==> src/hdl/ucl_pkg.sv <==
// ---------------------------------------------------------------------------
// ucl_pkg: shared types and constants for the UART command LED chaser
// Opcodes, reply codes, line length limits and chaser order tables.
// ---------------------------------------------------------------------------
package ucl_pkg;

   localparam int LineCapacity = 256;
   localparam int LineAw = $clog2(LineCapacity);
   localparam int CountW = LineAw + 1;
   localparam logic [31:0] DefaultInterval = 32'd500;

   typedef enum logic [1:0] {
      OP_CHAR = 2'd0,
      OP_TICK = 2'd1,
      OP_BUTTON = 2'd2,
      OP_NOP = 2'd3
   } op_type;

   typedef enum logic [2:0] {
      RPL_NONE = 3'd0,
      RPL_ECHO = 3'd1,
      RPL_ERASE = 3'd2,
      RPL_PROMPT = 3'd3,
      RPL_OK = 3'd4,
      RPL_ERROR = 3'd5,
      RPL_HELP = 3'd6
   } reply_type;

   // Command word handed from front to back.
   typedef enum logic [2:0] {
      CMD_STORE,    // store char at index, echo
      CMD_ERASE,
      CMD_IGNORE,
      CMD_EVAL,     // evaluate line of given length
      CMD_TICK,
      CMD_BUTTON
   } cmd_type;

   typedef struct packed {
      cmd_type cmd;
      logic [CountW-1:0] count;
      logic [7:0] ch;
   } work_type;

   typedef enum logic [2:0] {
      ST_IDLE,
      ST_READ,
      ST_SCAN,
      ST_DONE
   } state_type;

   // Expected byte of each keyword at position i (0 past the end).
   function automatic logic [7:0] kw_byte(input logic [1:0] kw, input logic [4:0] i);
      logic [8*19-1:0] s;
      logic [4:0] len;
      begin
         case (kw)
            2'd0: begin s = {"help", 120'd0}; len = 5'd4; end
            2'd1: begin s = {"set direction=left", 8'd0}; len = 5'd18; end
            2'd2: begin s = "set direction=right"; len = 5'd19; end
            default: begin s = {"set interval=", 48'd0}; len = 5'd13; end
         endcase
         if (i < len) kw_byte = s[8*(18 - i) +: 8];
         else kw_byte = 8'd0;
      end
   endfunction

   function automatic logic [2:0] order_bit(input logic left, input logic [2:0] p);
      begin
         if (left) order_bit = 3'(4'd9 - {1'b0, p});
         else order_bit = 3'(p + 3'd1);
      end
   endfunction

endpackage

==> src/hdl/ucl_if.sv <==
// ---------------------------------------------------------------------------
// ucl_req_if / ucl_rsp_if: valid/ready channels of the chaser block
// Request carries one event, response carries one result word.
// ---------------------------------------------------------------------------
interface ucl_req_if;
   logic valid;
   logic ready;
   logic [1:0] op;
   logic [7:0] rx_char;
   modport source (output valid, op, rx_char, input ready);
   modport sink (input valid, op, rx_char, output ready);
endinterface

interface ucl_rsp_if;
   logic valid;
   logic ready;
   logic [7:0] leds;
   logic [2:0] reply;
   logic [7:0] echo_char;
   modport source (output valid, leds, reply, echo_char, input ready);
   modport sink (input valid, leds, reply, echo_char, output ready);
endinterface

==> src/hdl/uart_command_led_chaser.sv <==
// ---------------------------------------------------------------------------
// uart_command_led_chaser: command line parser with an eight-LED chaser
// Front classifies events, a queue decouples, back executes and replies.
// ---------------------------------------------------------------------------
//  channel | dir | word contents
//  req     | in  | op, rx_char
//  rsp     | out | leds, reply, echo_char
//
// A CR walks the line RAM one byte a cycle, with a registered RAM read port.
// Reset: synchronous; line count, chaser and queue clear, line RAM does not.
// Stalls: the queue takes up to two events while the back waits on rsp.ready.
module uart_command_led_chaser import ucl_pkg::*; (
   input logic clock,
   input logic reset,
   ucl_req_if.sink req,
   ucl_rsp_if.source rsp
);
   logic q_wr_valid, q_wr_ready, q_rd_valid, q_rd_ready;
   work_type q_wr_word, q_rd_word;

   ucl_front u_front (
      .clock(clock), .reset(reset), .req(req),
      .wr_valid(q_wr_valid), .wr_ready(q_wr_ready), .wr_word(q_wr_word)
   );

   ucl_queue u_queue (
      .clock(clock), .reset(reset),
      .wr_valid(q_wr_valid), .wr_ready(q_wr_ready), .wr_word(q_wr_word),
      .rd_valid(q_rd_valid), .rd_ready(q_rd_ready), .rd_word(q_rd_word)
   );

   ucl_back u_back (
      .clock(clock), .reset(reset),
      .rd_valid(q_rd_valid), .rd_ready(q_rd_ready), .rd_word(q_rd_word),
      .rsp(rsp)
   );
endmodule

==> src/hdl/ucl_ram.sv <==
// ---------------------------------------------------------------------------
// ucl_ram: generic single-port RAM
// One write and one read of the same address per cycle, registered read data.
// ---------------------------------------------------------------------------
module ucl_ram #(
   parameter int Width = 8,
   parameter int Depth = 256
) (
   input logic clock,
   input logic wr_en,
   input logic [$clog2(Depth)-1:0] addr,
   input logic [Width-1:0] wr_data,
   output logic [Width-1:0] rd_data
);
   logic [Width-1:0] mem_ff [Depth];

   always_ff @(posedge clock) begin
      if (wr_en) mem_ff[addr] <= wr_data;
      rd_data <= mem_ff[addr];
   end
endmodule

==> src/hdl/ucl_front.sv <==
// ---------------------------------------------------------------------------
// ucl_front: event classifier
// Filters characters, tracks the line length, emits command words.
// ---------------------------------------------------------------------------
module ucl_front import ucl_pkg::*; (
   input logic clock,
   input logic reset,
   ucl_req_if.sink req,
   output logic wr_valid,
   input logic wr_ready,
   output work_type wr_word
);
   logic [CountW-1:0] count_ff, count_in;
   logic ok_char;
   logic [7:0] c;

   assign c = req.rx_char;
   assign ok_char = (c >= "0" && c <= "9") || (c >= "A" && c <= "Z") ||
                    (c >= "a" && c <= "z") || c == " " || c == "=" ||
                    c == 8'd13 || c == 8'd10 || c == 8'd8;
   assign req.ready = wr_ready;
   assign wr_valid = req.valid;

   always_comb begin
      wr_word.count = count_ff;
      wr_word.ch = c;
      wr_word.cmd = CMD_IGNORE;
      count_in = count_ff;
      unique case (op_type'(req.op))
         OP_CHAR: begin
            if (!ok_char) wr_word.cmd = CMD_IGNORE;
            else if (c == 8'd8) begin
               if (count_ff != '0) begin
                  wr_word.cmd = CMD_ERASE;
                  count_in = count_ff - 1'b1;
               end
            end else if (c == 8'd13) begin
               wr_word.cmd = CMD_EVAL;
               count_in = '0;
            end else if (count_ff < CountW'(LineCapacity - 2)) begin
               wr_word.cmd = CMD_STORE;
               count_in = count_ff + 1'b1;
            end
         end
         OP_TICK: wr_word.cmd = CMD_TICK;
         OP_BUTTON: wr_word.cmd = CMD_BUTTON;
         default: wr_word.cmd = CMD_IGNORE;
      endcase
   end

   always_ff @(posedge clock) begin
      if (reset) count_ff <= '0;
      else if (req.valid && wr_ready) count_ff <= count_in;
   end
endmodule

==> src/hdl/ucl_queue.sv <==
// ---------------------------------------------------------------------------
// ucl_queue: two-entry command queue
// Decouples the classifier from the executor.
// ---------------------------------------------------------------------------
module ucl_queue import ucl_pkg::*; (
   input logic clock,
   input logic reset,
   input logic wr_valid,
   output logic wr_ready,
   input work_type wr_word,
   output logic rd_valid,
   input logic rd_ready,
   output work_type rd_word
);
   work_type slot_ff [2];
   logic wp_ff, rp_ff;
   logic [1:0] fill_ff;
   logic push, pop;

   assign wr_ready = fill_ff != 2'd2;
   assign rd_valid = fill_ff != 2'd0;
   assign rd_word = slot_ff[rp_ff];
   assign push = wr_valid && wr_ready;
   assign pop = rd_valid && rd_ready;

   always_ff @(posedge clock) begin
      if (push) slot_ff[wp_ff] <= wr_word;
      if (reset) begin
         wp_ff <= 1'b0;
         rp_ff <= 1'b0;
         fill_ff <= 2'd0;
      end else begin
         if (push) wp_ff <= ~wp_ff;
         if (pop) rp_ff <= ~rp_ff;
         fill_ff <= fill_ff + {1'b0, push} - {1'b0, pop};
      end
   end
endmodule

==> src/hdl/ucl_back.sv <==
// ---------------------------------------------------------------------------
// ucl_back: command executor
// Owns the line RAM, the parser walk and the chaser; holds the result word.
// ---------------------------------------------------------------------------
module ucl_back import ucl_pkg::*; (
   input logic clock,
   input logic reset,
   input logic rd_valid,
   output logic rd_ready,
   input work_type rd_word,
   ucl_rsp_if.source rsp
);
   state_type state_ff, state_in;
   work_type w_ff;
   logic [CountW-1:0] idx_ff;
   logic [3:0] match_ff;      // help, left, right, interval prefix
   logic [1:0] phase_ff;      // 0 blanks, 1 digits, 2 bad
   logic [32:0] val_ff;
   logic over_ff;
   logic left_ff;
   logic [31:0] interval_ff, elapsed_ff;
   logic [2:0] pos_ff;
   logic [7:0] leds_ff;
   logic rsp_valid_ff;
   reply_type reply_ff;
   logic [7:0] echo_ff;

   logic ram_we;
   logic [LineAw-1:0] ram_addr;
   logic [7:0] ram_q;
   logic [4:0] kidx;
   logic [3:0] dval;
   logic [35:0] mul10;
   logic [4:0] r;

   ucl_ram #(.Width(8), .Depth(LineCapacity)) u_line (
      .clock(clock), .wr_en(ram_we), .addr(ram_addr),
      .wr_data(rd_word.ch), .rd_data(ram_q)
   );

   assign rd_ready = state_ff == ST_IDLE && !rsp_valid_ff;
   assign ram_we = state_ff == ST_IDLE && rd_valid && rd_ready && rd_word.cmd == CMD_STORE;
   assign ram_addr = (state_ff == ST_IDLE) ? rd_word.count[LineAw-1:0] : idx_ff[LineAw-1:0];
   assign rsp.valid = rsp_valid_ff;
   assign rsp.leds = leds_ff;
   assign rsp.reply = reply_ff;
   assign rsp.echo_char = echo_ff;

   // previous index whose byte is now on ram_q, capped at 31
   assign r = (idx_ff > CountW'(31)) ? 5'd31 : 5'(idx_ff - 1'b1);
   assign dval = 4'(ram_q - "0");
   assign mul10 = {3'd0, val_ff} * 36'd10 + {32'd0, dval};

   always_comb begin
      state_in = state_ff;
      unique case (state_ff)
         ST_IDLE: if (rd_valid && rd_ready && rd_word.cmd == CMD_EVAL && rd_word.count != '0)
            state_in = ST_READ;
         ST_READ: state_in = ST_SCAN;
         ST_SCAN: if (idx_ff == w_ff.count) state_in = ST_DONE;
         ST_DONE: state_in = ST_IDLE;
         default: state_in = ST_IDLE;
      endcase
   end

   always_ff @(posedge clock) begin
      if (reset) state_ff <= ST_IDLE;
      else state_ff <= state_in;
   end

   always_ff @(posedge clock) begin
      if (reset) begin
         rsp_valid_ff <= 1'b0;
         left_ff <= 1'b0;
         interval_ff <= DefaultInterval;
         elapsed_ff <= '0;
         pos_ff <= '0;
         leds_ff <= '0;
      end else begin
         if (rsp.valid && rsp.ready) rsp_valid_ff <= 1'b0;
         case (state_ff)
            ST_IDLE: if (rd_valid && rd_ready) begin
               w_ff <= rd_word;
               echo_ff <= (rd_word.cmd == CMD_STORE) ? rd_word.ch : 8'd0;
               idx_ff <= '0;
               match_ff <= 4'hF;
               phase_ff <= 2'd0;
               val_ff <= '0;
               over_ff <= 1'b0;
               if (rd_word.cmd != CMD_EVAL || rd_word.count == '0)
                  rsp_valid_ff <= 1'b1;
               case (rd_word.cmd)
                  CMD_STORE: reply_ff <= RPL_ECHO;
                  CMD_ERASE: reply_ff <= RPL_ERASE;
                  CMD_EVAL: reply_ff <= RPL_PROMPT;
                  CMD_TICK: begin
                     reply_ff <= RPL_NONE;
                     if (elapsed_ff + 32'd1 >= interval_ff) begin
                        elapsed_ff <= '0;
                        leds_ff <= leds_ff ^ (8'd1 << order_bit(left_ff, pos_ff));
                        pos_ff <= pos_ff + 3'd1;
                     end else elapsed_ff <= elapsed_ff + 32'd1;
                  end
                  CMD_BUTTON: begin
                     reply_ff <= RPL_NONE;
                     left_ff <= ~left_ff;
                     leds_ff <= '0; pos_ff <= '0; elapsed_ff <= '0;
                  end
                  default: reply_ff <= RPL_NONE;
               endcase
            end
            ST_READ: idx_ff <= idx_ff + 1'b1;
            ST_SCAN: begin
               // ram_q holds byte idx_ff-1
               for (int k = 0; k < 4; k++)
                  if (ram_q != kw_byte(2'(k), r) || idx_ff > CountW'(19)) begin
                     if (k == 3) begin
                        if (idx_ff <= CountW'(13)) match_ff[3] <= 1'b0;
                     end else match_ff[k] <= 1'b0;
                  end
               if (idx_ff > CountW'(13) && match_ff[3]) begin
                  if (phase_ff == 2'd0 && (ram_q == " " || ram_q == 8'd10)) ;
                  else if (phase_ff != 2'd2 && ram_q >= "0" && ram_q <= "9") begin
                     phase_ff <= 2'd1;
                     if (mul10[35:32] != 4'd0) begin
                        over_ff <= 1'b1; val_ff <= 33'h100000000;
                     end else val_ff <= {1'b0, mul10[31:0]};
                  end else phase_ff <= 2'd2;
               end
               if (idx_ff != w_ff.count) idx_ff <= idx_ff + 1'b1;
               else idx_ff <= idx_ff + 1'b1;
            end
            ST_DONE: begin
               rsp_valid_ff <= 1'b1;
               if (match_ff[0] && w_ff.count == CountW'(4)) reply_ff <= RPL_HELP;
               else if (match_ff[1] && w_ff.count == CountW'(18)) begin
                  reply_ff <= RPL_OK; left_ff <= 1'b1;
                  leds_ff <= '0; pos_ff <= '0; elapsed_ff <= '0;
               end else if (match_ff[2] && w_ff.count == CountW'(19)) begin
                  reply_ff <= RPL_OK; left_ff <= 1'b0;
                  leds_ff <= '0; pos_ff <= '0; elapsed_ff <= '0;
               end else if (match_ff[3] && w_ff.count >= CountW'(13) && phase_ff == 2'd1
                            && !over_ff && val_ff != '0) begin
                  reply_ff <= RPL_OK; interval_ff <= val_ff[31:0];
                  leds_ff <= '0; pos_ff <= '0; elapsed_ff <= '0;
               end else reply_ff <= RPL_ERROR;
            end
            default: ;
         endcase
      end
   end
endmodule
==> src/flat_wrapper.sv <==
// flat-port wrapper written by rule: the top's interface ports become plain ports
module uart_command_led_chaser_flat import ucl_pkg::*;
  (clock, reset, req_valid, req_op, req_rx_char, req_ready, rsp_valid, rsp_leds, rsp_reply, rsp_echo_char, rsp_ready);
  ucl_req_if req_i ();
  ucl_rsp_if rsp_i ();
  input logic clock;
  input logic reset;
  input wire logic [$bits(req_i.valid)-1:0] req_valid;
  input wire logic [$bits(req_i.op)-1:0] req_op;
  input wire logic [$bits(req_i.rx_char)-1:0] req_rx_char;
  output wire logic [$bits(req_i.ready)-1:0] req_ready;
  output wire logic [$bits(rsp_i.valid)-1:0] rsp_valid;
  output wire logic [$bits(rsp_i.leds)-1:0] rsp_leds;
  output wire logic [$bits(rsp_i.reply)-1:0] rsp_reply;
  output wire logic [$bits(rsp_i.echo_char)-1:0] rsp_echo_char;
  input wire logic [$bits(rsp_i.ready)-1:0] rsp_ready;
  assign req_i.valid = req_valid;
  assign req_i.op = req_op;
  assign req_i.rx_char = req_rx_char;
  assign req_ready = req_i.ready;
  assign rsp_valid = rsp_i.valid;
  assign rsp_leds = rsp_i.leds;
  assign rsp_reply = rsp_i.reply;
  assign rsp_echo_char = rsp_i.echo_char;
  assign rsp_i.ready = rsp_ready;
  uart_command_led_chaser u_core (.clock(clock), .reset(reset), .req(req_i), .rsp(rsp_i));
endmodule
==> config.mk <==
export PLATFORM = sky130hd
export DESIGN_NAME = uart_command_led_chaser_flat
export DESIGN_NICKNAME = d
export VERILOG_FILES = /design/src/hdl/ucl_pkg.sv /design/src/hdl/ucl_if.sv /design/src/hdl/uart_command_led_chaser.sv /design/src/hdl/ucl_ram.sv /design/src/hdl/ucl_front.sv /design/src/hdl/ucl_queue.sv /design/src/hdl/ucl_back.sv /design/src/flat_wrapper.sv
export SDC_FILE = /design/constraint.sdc
export NUM_CORES = 2
export LEC_CHECK = 0
export BUFFER_PORTS_ARGS = -buffer_cell sky130_fd_sc_hd__buf_2
export CAP_MARGIN = 0
export CORE_MARGIN = 4
export CORE_UTILIZATION = 35
export DETAILED_ROUTE_END_ITERATION = 10
export PLACE_DENSITY_LB_ADDON = 0.05
export REMOVE_ABC_BUFFERS = 1
export SLEW_MARGIN = 25
export SYNTH_ARGS = -nofsm -noshare
export SYNTH_HDL_FRONTEND = slang
export SYNTH_SLANG_ARGS = --single-unit
==> constraint.sdc <==
create_clock -name clock -period 8.9 [get_ports clock]
set_clock_uncertainty 0.15 [all_clocks]
set_input_delay 2.225 -clock clock [delete_from_list [all_inputs] [get_ports clock]]
set_output_delay 2.225 -clock clock [all_outputs]
set_load 0.02 [all_outputs]
==> qor_table.md <==
| Item | Value | Unit |
|---|---|---|
| Setup repair after global routing missed its margin | no | - |
| Total of endpoints with negative setup slack in the final report | 0 | - |
| Sum of negative setup slack | 0 | ns |
| Total of max-cap violations | 0 | - |
| Synthesized flop and latch total | 2258 | - |
| Cell Area, Synth | 95000 | um2 |
| P_leak | 34.7 | nW |
| Min setup slack post-route | 2.93 | ns |
| Maximum buffer depth of the clock tree | 4 | - |
| Delay of the slowest cell on the worst path | 0.77 | ns |
| Core Util, Final | 0.402 | - |
| Total wire length after detailed routing | 283000 | um |
| Req. time, crit path | 9.45 | ns |
| Cts repair resizes | 0 | - |
| Power per standard cell area | 317 | nW/um2 |
| First-pass DRT Iterations | 6 | - |
| Critical path's top delay family | compound AO/OA/AOI/OAI gates | - |
| Ys async rst share | 0 | - |
| Num Clock Sinks | 2258 | - |
| Residual overflow from global routing | 0 | - |
| Synthesis Warnings | 0 | - |
| Num CTS Buffers | 267 | - |
| WL per Instance | 29.7 | um |
| Buffer count from post-CTS setup fixing | 0 | - |
| Number of antenna violations at the first check in global routing | 15 | - |
| Sequential cell area fraction in the yosys report | 0.703 | - |
| Via-to-Cell Ratio | 5.42 | - |
| Most repeated library cell on the critical path | nand2_1 | - |
| Port Buffer Count | 34 | - |
| Number of hold violations in the final report | 0 | - |
| Starting DRT DRC Count | 4681 | - |
| TritonCTS clock tree | built | - |
| Initial Utilization | 0.353 | - |
| Maximum ir drop on the vdd rail | 0.211 | mV |
| Commonest register cell after synthesis | edfxtp_1 | - |
| Worst setup slack before clock tree synthesis | 2.73 | ns |
| Number of nets in the layout | 5925 | - |
| WS Path Type | flip-flop to flip-flop | - |
| Largest net degree at the start of global routing | 154 | - |
| Maximum net fanout on the critical path | 76 | - |
| Number of vias after detailed routing | 51739 | - |
| Register-to-register setup slack | 2.93 | ns |
| Hold Buf Count CTS | 0 | - |
| Total Power Consumption | 34.3 | mW |
| Run status | completed | - |
| Placement Rows | 190 | - |
| Clock root buffer | clkbuf_16 | - |
| Crit path time final | 5.97 | ns |
| Area overhead of the layout relative to synthesis | 13.9 | % |
| Worst min path class | flip-flop to flip-flop | - |
| Maximum frequency from static timing analysis | 0.167 | GHz |
| Setup crit end kind | flip-flop | - |
| Worst slew margin relative to its limit | 0.200 | - |
| Number of enable-type register cells in the synthesized netlist | 2157 | - |
| Measured slew at the worst slew-check pin | 1.20 | ns |
| Placer's final routability congestion estimate | 0.779 | - |
| Die Wd | 529 | um |
| Layout cell share with drive strength beyond 1 | 0.192 | - |
| Max H-tree Level | 5 | - |
| Count of pins over their slew limit | 0 | - |
| Buffer and inverter count on the worst path | 2 | - |
| GRT Util Overall | 0.199 | - |
| Share of the cycle needed by the critical path after routing | 0.671 | - |
| Final-layout worst hold slack | 0.305 | ns |
| Post-synthesis cell type count | 97 | - |
| Cell with the largest stage delay on the worst path | ha_2 | - |
| Total Die Area | 280000 | um2 |
| Arrival time of the worst setup path | 6.52 | ns |
| First-pass GRT wire length | 402000 | um |
| Die height | 529 | um |
| DRC violations left | 0 | - |
| Worst Setup Start Kind | flip-flop | - |
| Total half-perimeter wirelength after legalization and detailed placement | 169000 | um |
| Std-Cell Core Area | 269000 | um2 |
| FILL cells | 24488 | - |
| Clk_lat worst skew | 0.85 | ns |
| Residual antenna-violating net count after detailed routing | 0 | - |
| Avg Inst Size Synth | 16.6 | um2 |
| # IOs | 35 | - |
| Cell count after synthesis | 5707 | - |
| CTS clk-pin slew, worst paths | 0.06 | ns |
| CP Cell Sequence | inv_1 -> ha_2 -> nor2_1 -> a21oi_4 -> buf_12 -> mux4_2 -> nand2_1 -> nand2_1 -> a21oi_1 -> o22ai_1 -> nor4_2 -> nand4_1 | - |
| Via count of the first global-routing pass | 53174 | - |
## layer usage
metal / track usage / wire (um)
met1: 0.274 / 124000
met2: 0.323 / 135000
met3: 0.0368 / 15400
met4: 0.0619 / 9560
met5: 0 / 0
## worst reg2reg max path, delay by kind of cell, from the launching register on
kind	cells	cell delay, ns
muxes	1	0.85
and+or+nand+nor	5	1.32
DFF	1	0.33
adders and majority gates	1	0.77
AOI/OAI and AO/OA	3	1.88
buffers and inverters	2	0.58
## through the flow
stage | instances | cell area (um2)
final | 9551 | 108000
after floorplan | 5371 | 93500
after global placement | 9077 | 99500
after CTS | 9542 | 108000
after global routing | 9546 | 108000
after detailed placement | 9077 | 99600
## sequential cells by signal, indices dropped and copies added, names as in the netlist, 2 cells and up, named ones only
| name | flops |
|---|---|
| u_core.u_back.rsp.leds | 8 |
| u_core.u_queue.fill_ff | 2 |
| u_core.u_back.val_ff | 33 |
| u_core.u_back.interval_ff | 32 |
| u_core.u_back.u_line.mem_ff | 2048 |
| u_core.u_back.rsp.echo_char | 8 |
| u_core.u_back.match_ff | 4 |
| u_core.u_back.w_ff | 9 |
| u_core.u_back.state_ff | 2 |
| u_core.u_back.u_line.rd_data | 8 |
| u_core.u_back.phase_ff | 2 |
| u_core.u_queue.slot_ff | 40 |
| u_core.u_front.count_ff | 9 |
| u_core.u_back.idx_ff | 9 |
| u_core.u_back.pos_ff | 3 |
| u_core.u_back.rsp.reply | 3 |
| u_core.u_back.elapsed_ff | 32 |
## logic make-up after synthesis
logic type,after synthesis,synth area share
AOI/OAI and AO/OA,596,0.0432
xor gates and xnor gates,118,0.0110
adders and majority gates,115,0.0153
buffers and inverters,430,0.0189
DFF,2258,0.703
muxes,627,0.134
and+or+nand+nor,1563,0.0748
## cell usage after synthesis (all sizes together), types with 28 or more instances
library cell  instances  area [um2]
nor4                 41         305
and3                108         676
xnor2                73         647
ha                  113        1410
a21oi               178         898
nand2               620        2330
xor2                 45         394
nor2                414        1560
clkbuf              176         661
mux2i               104        1040
mux4                512       11500
a21o                 38         285
inv                  91         342
dfxtp               101        2020
nand3               158         791
nor3                 43         215
a31oi                31         194
o211ai               28         210
edfxtp             2157       64800
o21ai                79         395
a211oi              104         931
buf                 160         779
nand4                59         375
## power breakdown
group	total, mW	leakage (nW)	switching [mW]	internal [mW]
Combinational	10.8	10.3	7.05	3.78
Sequential	12.8	20.2	0.255	12.6
Clock	10.7	4.12	4.36	6.32
Total	34.3	34.7	11.7	22.7
## cell type report
class / count / area, um2 / area share
sequential: 2258 / 66800 / 0.618
antenna: 7 / 17.5 / 0.000162
tap: 3552 / 4440 / 0.0411
multi-input combinational: 3019 / 26800 / 0.248
timing repair buffer: 156 / 1310 / 0.0121
inverter: 94 / 353 / 0.00326
clock inverter: 125 / 1210 / 0.0112
clock buffer: 340 / 7220 / 0.0668
## placed cells by master (no fill, tap or decap), types with 105 or more instances in the layout
| cell type | Yosys | routed |
|---|---|---|
| nand2_1 | 619 | 600 |
| a21oi_1 | 176 | 169 |
| edfxtp_1 | 2157 | 2157 |
| buf_4 | 5 | 105 |
| and3_1 | 108 | 107 |
| nand3_1 | 158 | 158 |
| ha_1 | 113 | 112 |
| mux4_2 | 512 | 512 |
| nor2_1 | 413 | 395 |
| clkbuf_16 | 0 | 278 |
## final timing paths
kind,start,end,depth (start not counted)
worst max-delay path,u_core.u_back.state_ff[0],u_core.u_back.u_line.rd_data[5],12
worst max register to register,u_core.u_back.state_ff[0],u_core.u_back.u_line.rd_data[5],12
worst min-delay path,u_core.u_back.elapsed_ff[15],u_core.u_back.elapsed_ff[15],2
worst min register to register,u_core.u_back.elapsed_ff[15],u_core.u_back.elapsed_ff[15],2
Note: power is estimated with default switching activity, not from simulation.
